[src/hw/rtl/bsfr_pkg.sv]
// ----------------------------------------------------------------------------
// bsfr_pkg: shared types for the byte stream find-and-replace block
// Payload structs for the request and response channels, configuration
// register indexes and the sequencer state encoding.
// ----------------------------------------------------------------------------
`default_nettype none

package bsfr_pkg;

   // Configuration register indexes
   localparam int unsigned CSR_INDEX_W = 4;
   localparam logic [CSR_INDEX_W-1:0] CSR_PATTERN_BYTES      = 4'd0;
   localparam logic [CSR_INDEX_W-1:0] CSR_PATTERN_LENGTH     = 4'd1;
   localparam logic [CSR_INDEX_W-1:0] CSR_REPLACEMENT_BYTES  = 4'd2;
   localparam logic [CSR_INDEX_W-1:0] CSR_REPLACEMENT_LENGTH = 4'd3;

   localparam int unsigned CSR_DATA_W = 64;
   localparam int unsigned LEN_W      = 4;

   // Source byte transfer
   typedef struct packed {
      logic [7:0] data_byte;
      logic       last_byte;
   } req_type;

   // Output stream transfer
   typedef struct packed {
      logic [7:0] out_byte;
      logic       byte_present;
      logic       end_of_stream;
   } rsp_type;

   // Sequencer states, one-hot
   typedef enum logic [5:0] {
      ST_IDLE    = 6'b000001,
      ST_CHECK   = 6'b000010,
      ST_RELEASE = 6'b000100,
      ST_REPLACE = 6'b001000,
      ST_PASS    = 6'b010000,
      ST_MARK    = 6'b100000
   } state_type;

endpackage

`default_nettype wire

[src/hw/rtl/byte_stream_find_replace.sv]
// ----------------------------------------------------------------------------
// byte_stream_find_replace: streaming substring replace
// Holds source bytes that may begin a pattern match, swaps each leftmost
// non-overlapping match for the replacement and releases all other bytes.
// ----------------------------------------------------------------------------
// Path: a pass-through byte goes via pass_byte_ff to the response register; a
//   held byte is checked in ST_CHECK before ST_RELEASE or ST_REPLACE loads the
//   response register while it is free. A new source byte is taken only in
//   ST_IDLE, once all output of the last one is sent; the single prefix
//   comparator and hold shifter are shared across those steps.
// Reset: synchronous, on the control state only; the pattern length resets to 1.
`default_nettype none

module byte_stream_find_replace
   import bsfr_pkg::*;
#(
   parameter int MAX_PATTERN     = 8,
   parameter int MAX_REPLACEMENT = 8
) (
   input  wire logic                   clock,
   input  wire logic                   reset,
   // Request channel
   input  wire logic                   req_valid,
   output logic                        req_stall,
   input  wire req_type                req_data,
   // Response channel
   output logic                        rsp_valid,
   input  wire logic                   rsp_stall,
   output rsp_type                     rsp_data,
   // Configuration write channel
   input  wire logic                   csr_valid,
   output logic                        csr_ready,
   input  wire logic [CSR_INDEX_W-1:0] csr_index,
   input  wire logic [CSR_DATA_W-1:0]  csr_data
);

   localparam int CNT_W  = $clog2(MAX_PATTERN + 1);
   localparam int PIDX_W = (MAX_PATTERN > 1) ? $clog2(MAX_PATTERN) : 1;
   localparam int RCNT_W = $clog2(MAX_REPLACEMENT + 1);
   localparam int RIDX_W = (MAX_REPLACEMENT > 1) ? $clog2(MAX_REPLACEMENT) : 1;

   // Registers
   state_type             state_ff, state_in;
   logic [CSR_DATA_W-1:0] pattern_bytes_ff, pattern_bytes_in;
   logic [LEN_W-1:0]      pattern_length_ff, pattern_length_in;
   logic [CSR_DATA_W-1:0] replacement_bytes_ff, replacement_bytes_in;
   logic [LEN_W-1:0]      replacement_length_ff, replacement_length_in;
   logic [7:0]            hold_buffer_ff [MAX_PATTERN];
   logic [7:0]            hold_buffer_in [MAX_PATTERN];
   logic [CNT_W-1:0]      hold_count_ff, hold_count_in;
   logic [RIDX_W-1:0]     repl_idx_ff, repl_idx_in;
   logic [7:0]            pass_byte_ff, pass_byte_in;
   logic                  last_ff, last_in;
   logic                  emitted_ff, emitted_in;
   logic                  rsp_valid_ff, rsp_valid_in;
   rsp_type               rsp_data_ff, rsp_data_in;

   // Combinational helpers
   logic                  req_take;
   logic                  csr_take;
   logic                  out_free;
   logic [CNT_W-1:0]      pl_eff;
   logic [RCNT_W-1:0]     rl_eff;
   logic [CNT_W-1:0]      append_base;
   logic [MAX_PATTERN-1:0] lane_miss;
   logic                  prefix_ok;
   logic                  repl_final;

   assign req_stall = (state_ff != ST_IDLE);
   assign csr_ready = (state_ff == ST_IDLE);
   assign req_take  = req_valid && !req_stall;
   assign csr_take  = csr_valid && csr_ready;
   assign out_free  = !rsp_valid_ff || !rsp_stall;
   assign rsp_valid = rsp_valid_ff;
   assign rsp_data  = rsp_data_ff;

   // Saturate the configured lengths
   assign pl_eff = (pattern_length_ff > LEN_W'(MAX_PATTERN)) ?
                   CNT_W'(MAX_PATTERN) : CNT_W'(pattern_length_ff);
   assign rl_eff = (replacement_length_ff > LEN_W'(MAX_REPLACEMENT)) ?
                   RCNT_W'(MAX_REPLACEMENT) : RCNT_W'(replacement_length_ff);

   assign append_base = (hold_count_ff >= pl_eff) ? '0 : hold_count_ff;
   assign repl_final  = ((RCNT_W'(repl_idx_ff) + RCNT_W'(1)) == rl_eff);

   // Shared prefix comparator over the held bytes
   always_comb begin
      for (int i = 0; i < MAX_PATTERN; i++) begin
         lane_miss[i] = (CNT_W'(i) < hold_count_ff) &&
                        (hold_buffer_ff[i] != pattern_bytes_ff[8*i +: 8]);
      end
   end
   assign prefix_ok = ~|lane_miss;

   // Sequencer, hold buffer and response register
   always_comb begin
      state_in              = state_ff;
      pattern_bytes_in      = pattern_bytes_ff;
      pattern_length_in     = pattern_length_ff;
      replacement_bytes_in  = replacement_bytes_ff;
      replacement_length_in = replacement_length_ff;
      hold_buffer_in        = hold_buffer_ff;
      hold_count_in         = hold_count_ff;
      repl_idx_in           = repl_idx_ff;
      pass_byte_in          = pass_byte_ff;
      last_in               = last_ff;
      emitted_in            = emitted_ff;
      rsp_valid_in          = rsp_valid_ff && rsp_stall;
      rsp_data_in           = rsp_data_ff;

      unique case (state_ff)
         ST_IDLE: begin
            if (req_take) begin
               last_in    = req_data.last_byte;
               emitted_in = 1'b0;
               if (pl_eff == '0) begin
                  // matching off: send the byte straight on
                  pass_byte_in  = req_data.data_byte;
                  hold_count_in = '0;
                  state_in      = ST_PASS;
               end else begin
                  hold_buffer_in[append_base[PIDX_W-1:0]] = req_data.data_byte;
                  hold_count_in = append_base + CNT_W'(1);
                  state_in      = ST_CHECK;
               end
            end
         end
         ST_CHECK: begin
            priority if ((hold_count_ff == pl_eff) && prefix_ok) begin
               // full match: drop the held bytes, send the replacement
               hold_count_in = '0;
               repl_idx_in   = '0;
               if (rl_eff != '0) begin
                  state_in = ST_REPLACE;
               end else if (last_ff && !emitted_ff) begin
                  state_in = ST_MARK;
               end else begin
                  state_in = ST_IDLE;
               end
            end else if ((hold_count_ff != '0) && (!prefix_ok || last_ff)) begin
               state_in = ST_RELEASE;
            end else if (last_ff && !emitted_ff) begin
               state_in = ST_MARK;
            end else begin
               state_in = ST_IDLE;
            end
         end
         ST_RELEASE: begin
            if (out_free) begin
               // release the front byte and shift the rest down
               rsp_valid_in              = 1'b1;
               rsp_data_in.out_byte      = hold_buffer_ff[0];
               rsp_data_in.byte_present  = 1'b1;
               rsp_data_in.end_of_stream = last_ff && (hold_count_ff == CNT_W'(1));
               for (int i = 0; i < MAX_PATTERN - 1; i++) begin
                  hold_buffer_in[i] = hold_buffer_ff[i+1];
               end
               hold_count_in = hold_count_ff - CNT_W'(1);
               emitted_in    = 1'b1;
               state_in      = ST_CHECK;
            end
         end
         ST_REPLACE: begin
            if (out_free) begin
               rsp_valid_in              = 1'b1;
               rsp_data_in.out_byte      = replacement_bytes_ff[{repl_idx_ff, 3'b000} +: 8];
               rsp_data_in.byte_present  = 1'b1;
               rsp_data_in.end_of_stream = last_ff && repl_final;
               emitted_in                = 1'b1;
               if (repl_final) begin
                  state_in = ST_IDLE;
               end else begin
                  repl_idx_in = repl_idx_ff + RIDX_W'(1);
               end
            end
         end
         ST_PASS: begin
            if (out_free) begin
               rsp_valid_in              = 1'b1;
               rsp_data_in.out_byte      = pass_byte_ff;
               rsp_data_in.byte_present  = 1'b1;
               rsp_data_in.end_of_stream = last_ff;
               emitted_in                = 1'b1;
               state_in                  = ST_IDLE;
            end
         end
         ST_MARK: begin
            if (out_free) begin
               // bare end marker
               rsp_valid_in              = 1'b1;
               rsp_data_in.out_byte      = 8'd0;
               rsp_data_in.byte_present  = 1'b0;
               rsp_data_in.end_of_stream = 1'b1;
               emitted_in                = 1'b1;
               state_in                  = ST_IDLE;
            end
         end
         default: begin
            state_in = ST_IDLE;
         end
      endcase

      // Configuration transfer to a known index: update the register and drop held bytes
      if (csr_take) begin
         unique case (csr_index)
            CSR_PATTERN_BYTES: begin
               pattern_bytes_in = csr_data;
               hold_count_in    = '0;
            end
            CSR_PATTERN_LENGTH: begin
               pattern_length_in = csr_data[LEN_W-1:0];
               hold_count_in     = '0;
            end
            CSR_REPLACEMENT_BYTES: begin
               replacement_bytes_in = csr_data;
               hold_count_in        = '0;
            end
            CSR_REPLACEMENT_LENGTH: begin
               replacement_length_in = csr_data[LEN_W-1:0];
               hold_count_in         = '0;
            end
            default: begin
            end
         endcase
      end
   end

   // Control state
   always_ff @(posedge clock) begin
      if (reset) begin
         state_ff              <= ST_IDLE;
         pattern_bytes_ff      <= '0;
         pattern_length_ff     <= LEN_W'(1);
         replacement_bytes_ff  <= '0;
         replacement_length_ff <= '0;
         hold_count_ff         <= '0;
         last_ff               <= 1'b0;
         emitted_ff            <= 1'b0;
         rsp_valid_ff          <= 1'b0;
      end else begin
         state_ff              <= state_in;
         pattern_bytes_ff      <= pattern_bytes_in;
         pattern_length_ff     <= pattern_length_in;
         replacement_bytes_ff  <= replacement_bytes_in;
         replacement_length_ff <= replacement_length_in;
         hold_count_ff         <= hold_count_in;
         last_ff               <= last_in;
         emitted_ff            <= emitted_in;
         rsp_valid_ff          <= rsp_valid_in;
      end
   end

   // Payload state
   always_ff @(posedge clock) begin
      hold_buffer_ff <= hold_buffer_in;
      repl_idx_ff    <= repl_idx_in;
      pass_byte_ff   <= pass_byte_in;
      rsp_data_ff    <= rsp_data_in;
   end

`ifndef NO_ASSERTIONS
   // Held bytes never reach past the effective pattern length
   a_hold_bounded: assert property (@(posedge clock) disable iff (reset)
      hold_count_ff <= pl_eff)
      else $error("hold count exceeds pattern length");

   // A bare response is always the end marker
   a_bare_is_end: assert property (@(posedge clock) disable iff (reset)
      rsp_valid_ff && !rsp_data_ff.byte_present |-> rsp_data_ff.end_of_stream)
      else $error("bare response without end of stream");

   // Replacement bytes go out only after the held match was dropped
   a_replace_empty: assert property (@(posedge clock) disable iff (reset)
      state_ff == ST_REPLACE |-> hold_count_ff == '0)
      else $error("bytes held while sending replacement");

   // Once the last byte is processed nothing is held
   a_flushed: assert property (@(posedge clock) disable iff (reset)
      state_ff == ST_IDLE && last_ff |-> hold_count_ff == '0)
      else $error("bytes held after end of stream");
`endif

endmodule

`default_nettype wire

[config.mk]
export PLATFORM = sky130hd
export DESIGN_NAME = byte_stream_find_replace
export DESIGN_NICKNAME = d
export VERILOG_FILES = /design/src/hw/rtl/bsfr_pkg.sv /design/src/hw/rtl/byte_stream_find_replace.sv
export SDC_FILE = /design/constraint.sdc
export NUM_CORES = 1
export LEC_CHECK = 0
export BUFFER_PORTS_ARGS = -buffer_cell sky130_fd_sc_hd__buf_2
export CORE_ASPECT_RATIO = 0.7
export CORE_MARGIN = 2
export CORE_UTILIZATION = 35
export CTS_CLUSTER_DIAMETER = 30
export CTS_CLUSTER_SIZE = 14
export DETAILED_ROUTE_END_ITERATION = 10
export GPL_TIMING_DRIVEN = 1
export RECOVER_POWER = 100
export SETUP_SLACK_MARGIN = 0.3
export SLEW_MARGIN = 20
export SYNTH_ARGS = -nofsm -noshare
export SYNTH_HDL_FRONTEND = slang
export SYNTH_SLANG_ARGS = --single-unit
[constraint.sdc]
create_clock -name clock -period 3.5 [get_ports clock]
set_input_delay 0.525 -clock clock [delete_from_list [all_inputs] [get_ports clock]]
set_output_delay 0.525 -clock clock [all_outputs]
set_load 0.005 [all_outputs]
==> run metrics <==
outcome completed; Worst-Margin Slew 0.925 ns; Syn Nets 1214; initial antenna violation count 0; CP dominant cell by count nand2_1; Final Cycle Share 89.6%; Overall Power 8.05 mW; Max Slew Vio Count 0; met3 usage 5.83%; M2 GR Usage 29.1%; Fill cells 2843; DR iter-0 viols 836; chip height 148 µm; worst hold margin 0.238 ns; Total Routing Usage GR 20.6%; DR pass1 iterations 7; Hold Fails Final Rpt 0; type of the worst setup path flop to flop; DIE AREA 31200 µm²; final wirelength 32300 µm; CP startpoint kind flop; hpwl dp 22600 µm; RSZ-0062 raised after global routing no; Final #Nets 1307; routed len/inst 19.9 µm; Max Freq 0.319 GHz; pin count of the biggest net entering global routing 82; Post-Syn Area 10400 µm²; I/O Buffers 94; H-Tree Depth 2; Clock transition at path regs 0.05 ns; CP required 3.96 ns; Hold Crit Class input pin to flop; max-cap violations 0; Detail Route Antenna Nets 0; Die W 210 µm; Rel. slew slack 38.3%; number of vias per cell 5.30; FP Rows 52; Ports 95; met1 usage 31.0%; Starting Density 35.8%; core area 29100 µm²; Top FF cell, synth dfxtp_1; vias in the first global route 8245; first-pass GRT wire length 48900 µm; Max clock buf depth 3; CTS tree done; dominant cell by count in the synthesized netlist nand2_1; Synth async-reset ratio 0%; Seq/Total Area, Yosys 53.1%; Post-synth EDFFs 85; P_leak 4.63 nW; syn_area_per_cell 9.28 µm²; drc violations 0; final RePlAce weighted congestion 0.854; Inserted Clock Buffers 40; Synth Warn # 0; FF-to-FF setup slack 0.37 ns; CTS sink cnt 234; maximum VDD drop 418 µV; ANT cells 0; Clock Latency Late Sink 0.54 ns; Cell variety after synth 61; GRT Max-Usage Layer met1; Synth Register Bits 234; Crit path largest cell delay 0.61 ns; Critical-path top delay cell nor2_2; Worst path top cell family by delay simple AND/OR/NAND/NOR gates; top-area cell type share of the netlist area 28.6%; # setup viols final 0; Post-synth top cells 348 x nand2_1, 149 x dfxtp_1, 148 x a21oi_1; worst-path cell chain nor2_1 -> nand4b_1 -> nor4b_1 -> clkbuf_1 -> nand2_1 -> nor2_2 -> buf_12 -> nand2_1 -> a21oi_1; WP buf/inv 2; Synth area leader dfxtp_1; setup tns final 0 ns; Layout area overhead 20.8%; global route total overflow 0; Root Driver clkbuf_16; Worst Path Arrival 3.60 ns; Synth Instances 1123; vias 8624; Critical Path End Type flop; Tmin final 3.13 ns; Clock Skew 0.0236 ns; crit path max fanout 57; Area contributors post-synth dfxtp_1 29%, edfxtp_1 24%, nand2_1 13%; power density over cell area 639 nW/µm²; share of layout cells above drive strength 1 15.7%
==> sequential cells by signal, summed over array words and instances, names as in the netlist, 3 cells and up <==
register and count:
hold_buffer_ff 64, pattern_bytes_ff 64, replacement_bytes_ff 64, rsp_data 10, pass_byte_ff 8, state_ff 6
hold_count_ff 4, pattern_length_ff 4, replacement_length_ff 4, repl_idx_ff 3
==> through the flow <==
step / util, % / worst slack, ns / std cells / instance area [µm²]
2_1_floorplan: - / 0.617 / 1123 / 10400
3_3_place_gp: 38.7 / 0.660 / 1552 / 11300
3_5_place_dp: 38.7 / 0.620 / 1552 / 11300
4_1_cts: 43.5 / 0.560 / 1626 / 12600
5_1_grt: 43.3 / 0.169 / 1626 / 12600
6_report: 43.3 / 0.366 / 1626 / 12600
==> tightest hold or removal path, stage by stage <==
cell	delay, ns
buf_2	0.11
nand2_1	0.05
a21oi_1	0.05
==> report_power, final <==
part	internal [mW]	total, mW	switching (mW)	leakage [nW]
registers	3.08	3.24	0.166	2.01
logic	0.275	0.806	0.531	1.95
clock network	2.48	4.00	1.52	0.670
total	5.83	8.05	2.22	4.63
==> timing repair <==
item,in CTS,in global routing
gates resized for setup,0,1
endpoints found under the hold margin,0,0
endpoints found under the setup margin,0,3
buffers inserted,0,0
hold buffers,0,0
==> placed cells by master (no fill, tap or decap), types with 3 or more instances in the layout <==
master and instances:
inv_6 7, mux4_2 16, nor2_1 34, a211oi_1 4, a22oi_1 9, clkbuf_1 21
nand3b_1 3, buf_2 78, or2_2 3, edfxtp_1 85, inv_8 5, o21ai_0 73
clkinvlp_4 4, nor2b_1 5, inv_1 9, clkinv_2 3, a311oi_1 3, ha_1 9
bufinv_16 3, and2_0 3, buf_12 3, nand3_1 8, a21oi_1 148, nand2_1 348
nand4b_1 4, nor3b_1 3, dfxtp_1 149, nand4_1 4, mux2i_1 16, nor4_1 18
clkinv_4 5, buf_4 12, clkbuf_16 42, xor2_1 68
==> logic make-up after synthesis <==
group	after synthesis	synth area share, %
and+or+nand+nor	453	18.6
DFF	234	53.1
buffers and inverters	72	3.25
adders and majority gates	9	1.08
xor gates and xnor gates	68	5.71
muxes	33	5.10
AOI/OAI and AO/OA	254	13.2
==> path summary, 6_finish.rpt <==
path / startpoint / to / cells past startpoint
max reg2reg: state_ff[1] / replacement_bytes_ff[34] / 9
min reg2reg: replacement_bytes_ff[9] / replacement_bytes_ff[9] / 2
min: csr_data[36] / pattern_bytes_ff[36] / 3
max: state_ff[1] / replacement_bytes_ff[34] / 9
==> layer usage <==
layer,routed length (µm),share of wire (%),up-vias
li1,-,-,4083
met1,15600,48,4201
met2,13400,42,311
met3,2790,8.6,29
met4,394,1.2,0
met5,0,0,-
==> area by class of cell <==
type,instances,area [µm²],share of cell area (%)
sequential,234,5540,44.0
tap,378,473,3.76
timing repair buffer,114,626,4.97
multi-input combinational,817,4540,36.1
clock inverter,29,319,2.53
clock buffer,45,1060,8.44
inverter,9,33.8,0.268
(Power assumes the default switching activity.)
